## config.mk

```make
export PLATFORM = sky130hd
export DESIGN_NAME = xor_frame_resync_parser_core
export DESIGN_NICKNAME = d
export VERILOG_FILES = /design/src/rtl/core/xfrp_pkg.sv /design/src/rtl/core/xor_frame_resync_parser_core.sv /design/src/rtl/core/xfrp_ctrl.sv /design/src/rtl/core/xfrp_dp.sv
export SDC_FILE = /design/constraint.sdc
export NUM_CORES = 1
export LEC_CHECK = 0
export BUFFER_PORTS_ARGS = -buffer_cell sky130_fd_sc_hd__buf_4
export CORE_UTILIZATION = 60
export DETAILED_ROUTE_END_ITERATION = 10
export PLACE_DENSITY = 0.89
export SYNTH_ARGS = -nofsm -noshare
export SYNTH_HDL_FRONTEND = slang
export SYNTH_HIERARCHICAL = 1
export SYNTH_SLANG_ARGS = --single-unit
```

## constraint.sdc

```tcl
create_clock -name clk -period 8.5 [get_ports clk]
set_input_delay 1.275 -clock clk [delete_from_list [all_inputs] [get_ports clk]]
set_output_delay 1.275 -clock clk [all_outputs]
set_load 0.05 [all_outputs]
```

## src/rtl/core/xfrp_pkg.sv

```systemverilog
// ----------------------------------------------------------------------------
// xfrp_pkg
// Shared codes and controller/datapath interface types for the deframer.
// ----------------------------------------------------------------------------
package xfrp_pkg;

  localparam logic [7:0] HDR_BYTE = 8'hAA;
  localparam logic [7:0] MIN_LEN  = 8'd4;

  localparam logic [2:0] EV_NONE     = 3'd0;
  localparam logic [2:0] EV_GOOD     = 3'd1;
  localparam logic [2:0] EV_BAD_HDR  = 3'd2;
  localparam logic [2:0] EV_BAD_LEN  = 3'd3;
  localparam logic [2:0] EV_BAD_CSUM = 3'd4;

  typedef struct packed {
    logic load;
    logic rd_hdr;
    logic rd_len;
    logic drop_hdr;
    logic drop_len;
    logic sum_start;
    logic sum_issue;
    logic finish;
    logic emit;
  } cmd_t;

  typedef struct packed {
    logic few;
    logic hdr_ok;
    logic len_bad;
    logic len_short;
    logic sum_last;
    logic out_free;
  } sts_t;

endpackage

```

## src/rtl/core/xor_frame_resync_parser_core.sv

```systemverilog
// ----------------------------------------------------------------------------
// xor_frame_resync_parser_core
// Header/length/XOR-checksum deframer: one received byte per beat in, one
// status result per beat out.
// ----------------------------------------------------------------------------
//  channel | handshake            | payload
//  in      | in_valid / in_ready  | rx_byte
//  out     | out_valid / out_ready| event_res, buttons, frame_length,
//          |                      | bad_header_total, bad_length_total,
//          |                      | bad_checksum_total
//
//  Each byte is stored, then checked: with fewer than two bytes held, on a bad
//  header, a bad length or an incomplete frame the check stops there; a complete
//  frame gets the XOR pass, which reads one byte a cycle through the store's single read port.
//  Reset (rst, synchronous) empties the store and clears the counters.
//  A finished result sits in the output register while the next byte is
//  taken; a stalled output holds the sequencer before it hands over.
// ----------------------------------------------------------------------------
module xor_frame_resync_parser_core #(
  parameter int BUF_BYTES = 12
) (
  input  logic        clk,
  input  logic        rst,
  input  logic        in_valid,
  output logic        in_ready,
  input  logic [7:0]  rx_byte,
  output logic        out_valid,
  input  logic        out_ready,
  output logic [2:0]  event_res,
  output logic [7:0]  buttons,
  output logic [3:0]  frame_length,
  output logic [31:0] bad_header_total,
  output logic [31:0] bad_length_total,
  output logic [31:0] bad_checksum_total
);
  import xfrp_pkg::*;

  cmd_t cmd;
  sts_t sts;

  xfrp_ctrl u_ctrl (
    .clk      (clk),
    .rst      (rst),
    .in_valid (in_valid),
    .in_ready (in_ready),
    .sts      (sts),
    .cmd      (cmd)
  );

  xfrp_dp #(
    .BUF_BYTES (BUF_BYTES)
  ) u_dp (
    .clk                (clk),
    .rst                (rst),
    .rx_byte            (rx_byte),
    .cmd                (cmd),
    .sts                (sts),
    .out_valid          (out_valid),
    .out_ready          (out_ready),
    .event_res          (event_res),
    .buttons            (buttons),
    .frame_length       (frame_length),
    .bad_header_total   (bad_header_total),
    .bad_length_total   (bad_length_total),
    .bad_checksum_total (bad_checksum_total)
  );

endmodule

```

## src/rtl/core/xfrp_ctrl.sv

```systemverilog
// ----------------------------------------------------------------------------
// xfrp_ctrl
// Sequencer: header check, length check, serial XOR pass, result hand-off.
// ----------------------------------------------------------------------------
module xfrp_ctrl (
  input  logic          clk,
  input  logic          rst,
  input  logic          in_valid,
  output logic          in_ready,
  input  xfrp_pkg::sts_t sts,
  output xfrp_pkg::cmd_t cmd
);
  import xfrp_pkg::*;

  localparam logic [2:0] S_IDLE  = 3'd0;
  localparam logic [2:0] S_CHECK = 3'd1;
  localparam logic [2:0] S_HDR   = 3'd2;
  localparam logic [2:0] S_LEN   = 3'd3;
  localparam logic [2:0] S_SUM   = 3'd4;
  localparam logic [2:0] S_SUMW  = 3'd5;
  localparam logic [2:0] S_FIN   = 3'd6;
  localparam logic [2:0] S_EMIT  = 3'd7;

  logic [2:0] state;
  logic [2:0] state_next;

  assign in_ready = (state == S_IDLE);

  always_comb begin
    cmd        = '0;
    state_next = state;
    case (state)
      S_IDLE: begin
        if (in_valid) begin
          cmd.load   = 1'b1;
          state_next = S_CHECK;
        end
      end
      S_CHECK: begin
        if (sts.few) begin
          state_next = S_EMIT;
        end else begin
          cmd.rd_hdr = 1'b1;
          state_next = S_HDR;
        end
      end
      S_HDR: begin
        if (!sts.hdr_ok) begin
          cmd.drop_hdr = 1'b1;
          state_next   = S_EMIT;
        end else begin
          cmd.rd_len = 1'b1;
          state_next = S_LEN;
        end
      end
      S_LEN: begin
        if (sts.len_bad) begin
          cmd.drop_len = 1'b1;
          state_next   = S_EMIT;
        end else if (sts.len_short) begin
          state_next = S_EMIT;
        end else begin
          cmd.sum_start = 1'b1;
          state_next    = S_SUM;
        end
      end
      S_SUM: begin
        cmd.sum_issue = 1'b1;
        if (sts.sum_last) begin
          state_next = S_SUMW;
        end
      end
      S_SUMW: begin
        state_next = S_FIN;
      end
      S_FIN: begin
        cmd.finish = 1'b1;
        state_next = S_EMIT;
      end
      S_EMIT: begin
        if (sts.out_free) begin
          cmd.emit   = 1'b1;
          state_next = S_IDLE;
        end
      end
      default: begin
        state_next = S_IDLE;
      end
    endcase
  end

  always_ff @(posedge clk) begin
    if (rst) begin
      state <= S_IDLE;
    end else begin
      state <= state_next;
    end
  end

endmodule

```

## src/rtl/core/xfrp_dp.sv

```systemverilog
// ----------------------------------------------------------------------------
// xfrp_dp
// Circular frame store, fill/head pointers, XOR accumulator, error counters
// and the output register.
// ----------------------------------------------------------------------------
module xfrp_dp #(
  parameter int BUF_BYTES = 12
) (
  input  logic           clk,
  input  logic           rst,
  input  logic [7:0]     rx_byte,
  input  xfrp_pkg::cmd_t cmd,
  output xfrp_pkg::sts_t sts,
  output logic           out_valid,
  input  logic           out_ready,
  output logic [2:0]     event_res,
  output logic [7:0]     buttons,
  output logic [3:0]     frame_length,
  output logic [31:0]    bad_header_total,
  output logic [31:0]    bad_length_total,
  output logic [31:0]    bad_checksum_total
);
  import xfrp_pkg::*;

  localparam int PW = $clog2(BUF_BYTES);
  localparam int FW = $clog2(BUF_BYTES + 1);
  localparam int SW = PW + 1;

  logic [7:0]    store [BUF_BYTES];
  logic [7:0]    rdata;
  logic [PW-1:0] head;
  logic [FW-1:0] fill;
  logic [FW-1:0] len_q;
  logic [FW-1:0] idx;
  logic [FW-1:0] rd_idx;
  logic          pend;
  logic [7:0]    acc;
  logic [7:0]    btn_cap;
  logic          csum_ok;
  logic [2:0]    ev_q;
  logic [7:0]    btn_q;
  logic [3:0]    flen_q;
  logic [31:0]   hdr_cnt;
  logic [31:0]   len_cnt;
  logic [31:0]   csum_cnt;

  logic [SW-1:0] wr_sum;
  logic [SW-1:0] rd_off;
  logic [SW-1:0] rd_sum;
  logic [SW-1:0] adv;
  logic [SW-1:0] adv_sum;
  logic [PW-1:0] wr_addr;
  logic [PW-1:0] rd_addr;
  logic [PW-1:0] head_next;
  logic [FW+3:0] len_ext;
  logic          rd_en;
  logic          wr_en;

  assign wr_sum  = SW'(head) + SW'(fill);
  assign wr_addr = (wr_sum >= SW'(BUF_BYTES)) ? PW'(wr_sum - SW'(BUF_BYTES)) : PW'(wr_sum);
  assign wr_en   = cmd.load && (fill < FW'(BUF_BYTES));

  always_comb begin
    rd_off = '0;
    if (cmd.rd_len) begin
      rd_off = SW'(1);
    end else if (cmd.sum_issue) begin
      rd_off = SW'(idx);
    end
  end
  assign rd_sum  = SW'(head) + rd_off;
  assign rd_addr = (rd_sum >= SW'(BUF_BYTES)) ? PW'(rd_sum - SW'(BUF_BYTES)) : PW'(rd_sum);
  assign rd_en   = cmd.rd_hdr || cmd.rd_len || cmd.sum_issue;

  always_comb begin
    adv = SW'(len_q);
    if (cmd.drop_hdr) begin
      adv = SW'(1);
    end else if (cmd.drop_len) begin
      adv = SW'(2);
    end
  end
  assign adv_sum   = SW'(head) + adv;
  assign head_next = (adv_sum >= SW'(BUF_BYTES)) ? PW'(adv_sum - SW'(BUF_BYTES))
                                                 : PW'(adv_sum);
  assign len_ext   = {4'b0, len_q};

  assign sts.few       = (fill < FW'(2));
  assign sts.hdr_ok    = (rdata == HDR_BYTE);
  assign sts.len_bad   = (rdata < MIN_LEN) || ({1'b0, rdata} > 9'(BUF_BYTES));
  assign sts.len_short = ({1'b0, rdata} > 9'(fill));
  assign sts.sum_last  = (idx == len_q - FW'(1));
  assign sts.out_free  = !out_valid || out_ready;

  always_ff @(posedge clk) begin
    if (wr_en) begin
      store[wr_addr] <= rx_byte;
    end
    if (rd_en) begin
      rdata <= store[rd_addr];
    end
  end

  always_ff @(posedge clk) begin
    if (rst) begin
      head     <= '0;
      fill     <= '0;
      hdr_cnt  <= '0;
      len_cnt  <= '0;
      csum_cnt <= '0;
      pend     <= 1'b0;
    end else begin
      pend <= cmd.sum_issue;
      if (wr_en) begin
        fill <= fill + FW'(1);
      end
      if (cmd.drop_hdr) begin
        head    <= head_next;
        fill    <= fill - FW'(1);
        hdr_cnt <= hdr_cnt + 32'd1;
      end
      if (cmd.drop_len) begin
        head    <= head_next;
        fill    <= fill - FW'(2);
        len_cnt <= len_cnt + 32'd1;
      end
      if (cmd.finish) begin
        head <= head_next;
        fill <= fill - len_q;
        if (!csum_ok) begin
          csum_cnt <= csum_cnt + 32'd1;
        end
      end
    end
  end

  // serial XOR pass; last byte of the frame is the check byte
  always_ff @(posedge clk) begin
    if (cmd.sum_start) begin
      len_q <= rdata[FW-1:0];
      idx   <= '0;
      acc   <= '0;
    end
    if (cmd.sum_issue) begin
      idx    <= idx + FW'(1);
      rd_idx <= idx;
    end
    if (pend) begin
      if (rd_idx == len_q - FW'(1)) begin
        csum_ok <= (rdata == acc);
      end else begin
        acc <= acc ^ rdata;
      end
      if (rd_idx == FW'(2)) begin
        btn_cap <= rdata;
      end
    end
  end

  always_ff @(posedge clk) begin
    if (cmd.load) begin
      ev_q   <= EV_NONE;
      btn_q  <= '0;
      flen_q <= '0;
    end
    if (cmd.drop_hdr) begin
      ev_q <= EV_BAD_HDR;
    end
    if (cmd.drop_len) begin
      ev_q <= EV_BAD_LEN;
    end
    if (cmd.finish) begin
      flen_q <= len_ext[3:0];
      if (csum_ok) begin
        ev_q  <= EV_GOOD;
        btn_q <= btn_cap;
      end else begin
        ev_q <= EV_BAD_CSUM;
      end
    end
  end

  always_ff @(posedge clk) begin
    if (rst) begin
      out_valid <= 1'b0;
    end else if (cmd.emit) begin
      out_valid <= 1'b1;
    end else if (out_ready) begin
      out_valid <= 1'b0;
    end
  end

  always_ff @(posedge clk) begin
    if (cmd.emit) begin
      event_res          <= ev_q;
      buttons            <= btn_q;
      frame_length       <= flen_q;
      bad_header_total   <= hdr_cnt;
      bad_length_total   <= len_cnt;
      bad_checksum_total <= csum_cnt;
    end
  end

`ifndef SYNTHESIS
  a_fill_range: assert property (@(posedge clk) disable iff (rst)
    fill <= FW'(BUF_BYTES))
    else $error("fill count beyond store size");

  a_hdr_step: assert property (@(posedge clk) disable iff (rst)
    cmd.drop_hdr |=> hdr_cnt == $past(hdr_cnt) + 32'd1)
    else $error("header error counter did not advance by one");

  a_rd_in_frame: assert property (@(posedge clk) disable iff (rst)
    pend |-> rd_idx < len_q)
    else $error("XOR pass read beyond frame");

  a_emit_valid: assert property (@(posedge clk) disable iff (rst)
    cmd.emit |=> out_valid)
    else $error("result not presented after emit");

  a_finish_fits: assert property (@(posedge clk) disable iff (rst)
    cmd.finish |-> len_q <= fill)
    else $error("frame removed larger than fill");
`endif

endmodule

```

==> impl_metrics.json <==
{
  "coreArea_um2": 25100,
  "grt_remaining_overflow": 0,
  "hold_buffers": 0,
  "ys_async_sr_fraction_pct": 0,
  "portBuffers": 124,
  "synth_edf_count": 243,
  "path_cells": "nand4b_1 -> nor4_1 -> inv_1 -> nor4b_2 -> nor2b_1 -> and2_1 -> ha_1 -> and3_1 -> or3_4 -> and2_1 -> ha_1 -> a31o_2 -> o21ai_0 -> nand3_1 -> a31oi_1",
  "die_w_um": 162,
  "postSynthAreaPerCell_um2": 13.1,
  "maxSlewViolCount": 0,
  "max-cap-violations": 0,
  "fin_worst_skew_ns": 0.0193,
  "pwr-share-clk_pct": 32.4,
  "routabilityCongestion": 0.856,
  "drt_iter0_drc": 899,
  "placedInstanceArea_um2": 16600,
  "vias": 9774,
  "fillers": 1579,
  "syn_area_um2": 15300,
  "fmax_mhz": 209,
  "clk-insertion-delay-late_ns": 0.52,
  "num_rows": 58,
  "timing.setup.tns_ns": 0,
  "n_antenna_cell": 0,
  "ys_ff_latch": 368,
  "io_pins": 125,
  "finalPower_uw": 5140,
  "die_h_um": 162,
  "multi_input_area_um2": 5210,
  "routedWlPerCell_um": 18.4,
  "combinationalPowerShare_pct": 23.3,
  "initial_utilization_pct": 61.1,
  "finalHoldViolations": 0,
  "final_common_cell": "edfxtp_1",
  "ys_seq_area_share_pct": 63.9,
  "end_kind": "flip-flop",
  "yosysWarningCount": 6,
  "relSlewSlack_pct": 17.9,
  "irDropWorstVdd_mv": 0.308,
  "route.detailed.drc": 0,
  "rsz0062_at_grt": "no",
  "period_minus_slack_ns": 4.79,
  "dr.pass1.iters": 5,
  "outcome": "finished, final reports clean",
  "cts.htree.levels": 2,
  "nets": 1341,
  "crit_fanout": 9,
  "clockBufferDepth": 3,
  "p_per_area_nw_per_um2": 288,
  "fin_hold_ws_ns": 0.415,
  "required_ns": 8.85,
  "grt_pass1_wl_um": 48000,
  "crit_family": "simple AND/OR/NAND/NOR gates",
  "p_int_uw": 3630,
  "syn2layout_area_growth_pct": 16.3,
  "drive_gt1_share_pct": 18.9,
  "ctsResizeCount": 0,
  "viasPerCell": 5.92,
  "synthCells": 1167,
  "fin_util_pct": 71.0,
  "ant_nets": 0,
  "numCtsBuffers": 36,
  "p_leak_uw": 0.00624,
  "grt_use_total_pct": 23.2,
  "antenna_found_initial": 0,
  "routed_wl_um": 30300,
  "synth_ff_type": "edfxtp_1",
  "grt_pass1_vias": 9441,
  "dpl.hpwl_um": 20100,
  "p_sw_uw": 1500,
  "setup_viol": 0,
  "critical_path_class": "reg -> reg",
  "holdCritPathClass": "reg -> reg",
  "clockRootBuffer": "clkbuf_16",
  "fin_crit_sh_pct": 56.3,
  "grt_start_max_net_pins": 99,
  "cp_data_arrival_time_ns": 5.13,
  "finalInstanceArea_um2": 17800,
  "cts_sinks": 368,
  "worst_pin_slew_ns": 1.23,
  "post_cts_buffers": 0,
  "yosysUniqueCellTypes": 72,
  "critPathMaxStageDelay_ns": 0.65,
  "cp.buffers_inverters": 1,
  "final_cell_mix": "edfxtp_1 (243), buf_4 (131), dfxtp_1 (125)",
  "syn_nets": 1214,
  "swShare_pct": 29.3,
  "clk_pin_slew_ns": 0.06,
  "cp_slowest_cell": "o21ai_0",
  "cp-start-kind": "flip-flop",
  "seqPwrFrac_pct": 44.2,
  "regArea_um2": 9800,
  "cts_tree": "built",
  "dieArea_um2": 26200
}
area by class of cell:
class | instances | area share (%)
sequential | 368 | 55.0
multi-input combinational | 717 | 29.2
clock buffer | 47 | 5.81
timing repair buffer | 131 | 5.52
tap | 330 | 2.32
clock inverter | 19 | 1.34
inverter | 40 | 0.842
synth_stat cells (all sizes together) (19+ instances only):
master	instances	area, um^2
a21oi	32	160
clkbuf	26	97.6
dfxtp	125	2500
edfxtp	243	7300
ha	30	375
inv	40	150
mux4	24	541
nand2	48	183
nand3	45	248
nand4	19	125
nor2	118	443
nor3	34	175
nor4	30	238
o21ai	42	221
xnor2	76	666
xor2	27	236
routing by layer:
metal  up-vias  track usage (%)  part of all wire (%)
li1       4546                -                     -
met4         0             8.40                   2.6
met2       383             41.2                    51
met5         -                0                     0
met1      4776             28.9                    40
met3        69             3.35                   6.5
cell families (layout without fill, tap and decap cells):
family          after synthesis  in the layout  share of synthesized area [%]
compound gates              128            128                           5.31
xor+xnor                    105            105                           6.18
fa+ha+maj                    35             35                           3.10
buf+inv                      82            237                           2.25
flops                       368            368                           63.9
mux                          40             40                           4.60
simple gates                409            409                           14.7
through the flow:
| step | setup WS (ns) | cells |
|---|---|---|
| floorplan | 1.76 | 1167 |
| global placement | 4.03 | 1586 |
| detailed placement | 3.76 | 1586 |
| CTS | 3.73 | 1652 |
| global route | 3.44 | 1652 |
| finish | 3.71 | 1652 |
flip-flops by register name (all words and copies together), names as in the netlist, 8 cells and up:
signal,flops
u_dp/buttons,8
u_dp/bad_header_total,32
u_dp/store,96
u_dp/btn_cap,8
u_dp/btn_q,8
u_dp/len_cnt,32
u_dp/csum_cnt,32
u_dp/bad_checksum_total,32
u_dp/rdata,8
u_dp/bad_length_total,32
u_dp/acc,8
u_dp/hdr_cnt,32
power by group through the flow:
| stage | clock (uW) | sequential, uW | combinational (uW) |
|---|---|---|---|
| final | 1670 | 2270 | 1200 |
| after global routing | 1760 | 2290 | 1300 |
| after CTS | 1690 | 2270 | 1190 |
| after detailed placement | 0 | 2310 | 1170 |
| after global placement | 0 | 2290 | 1130 |
| after floorplan | 0 | 2310 | 846 |
worst register-to-register path: cells and delay by family (launching register included):
family	cells	cell delay (ns)
flip-flops	1	0.51
adder cells (fa/ha/maj)	2	0.53
buffers and inverters	1	0.16
AND/OR/NAND/NOR	9	2.29
AO/OA/AOI/OAI	3	1.15
final timing paths:
path,startpoint,slack (ns),cells past startpoint,to
worst min register to register,u_dp/flen_q[3]$_SDFFCE_PN0P_,0.42,0,u_dp/frame_length[3]$_DFFE_PP_
worst max register to register,u_dp/rdata[2]$_DFFE_PP_,3.71,15,u_dp/rdata[2]$_DFFE_PP_
worst min-delay path,u_dp/flen_q[3]$_SDFFCE_PN0P_,0.42,0,u_dp/frame_length[3]$_DFFE_PP_
worst max-delay path,u_dp/rdata[2]$_DFFE_PP_,3.71,15,u_dp/rdata[2]$_DFFE_PP_
No activity file was read; power rests on OpenSTA's default activity.
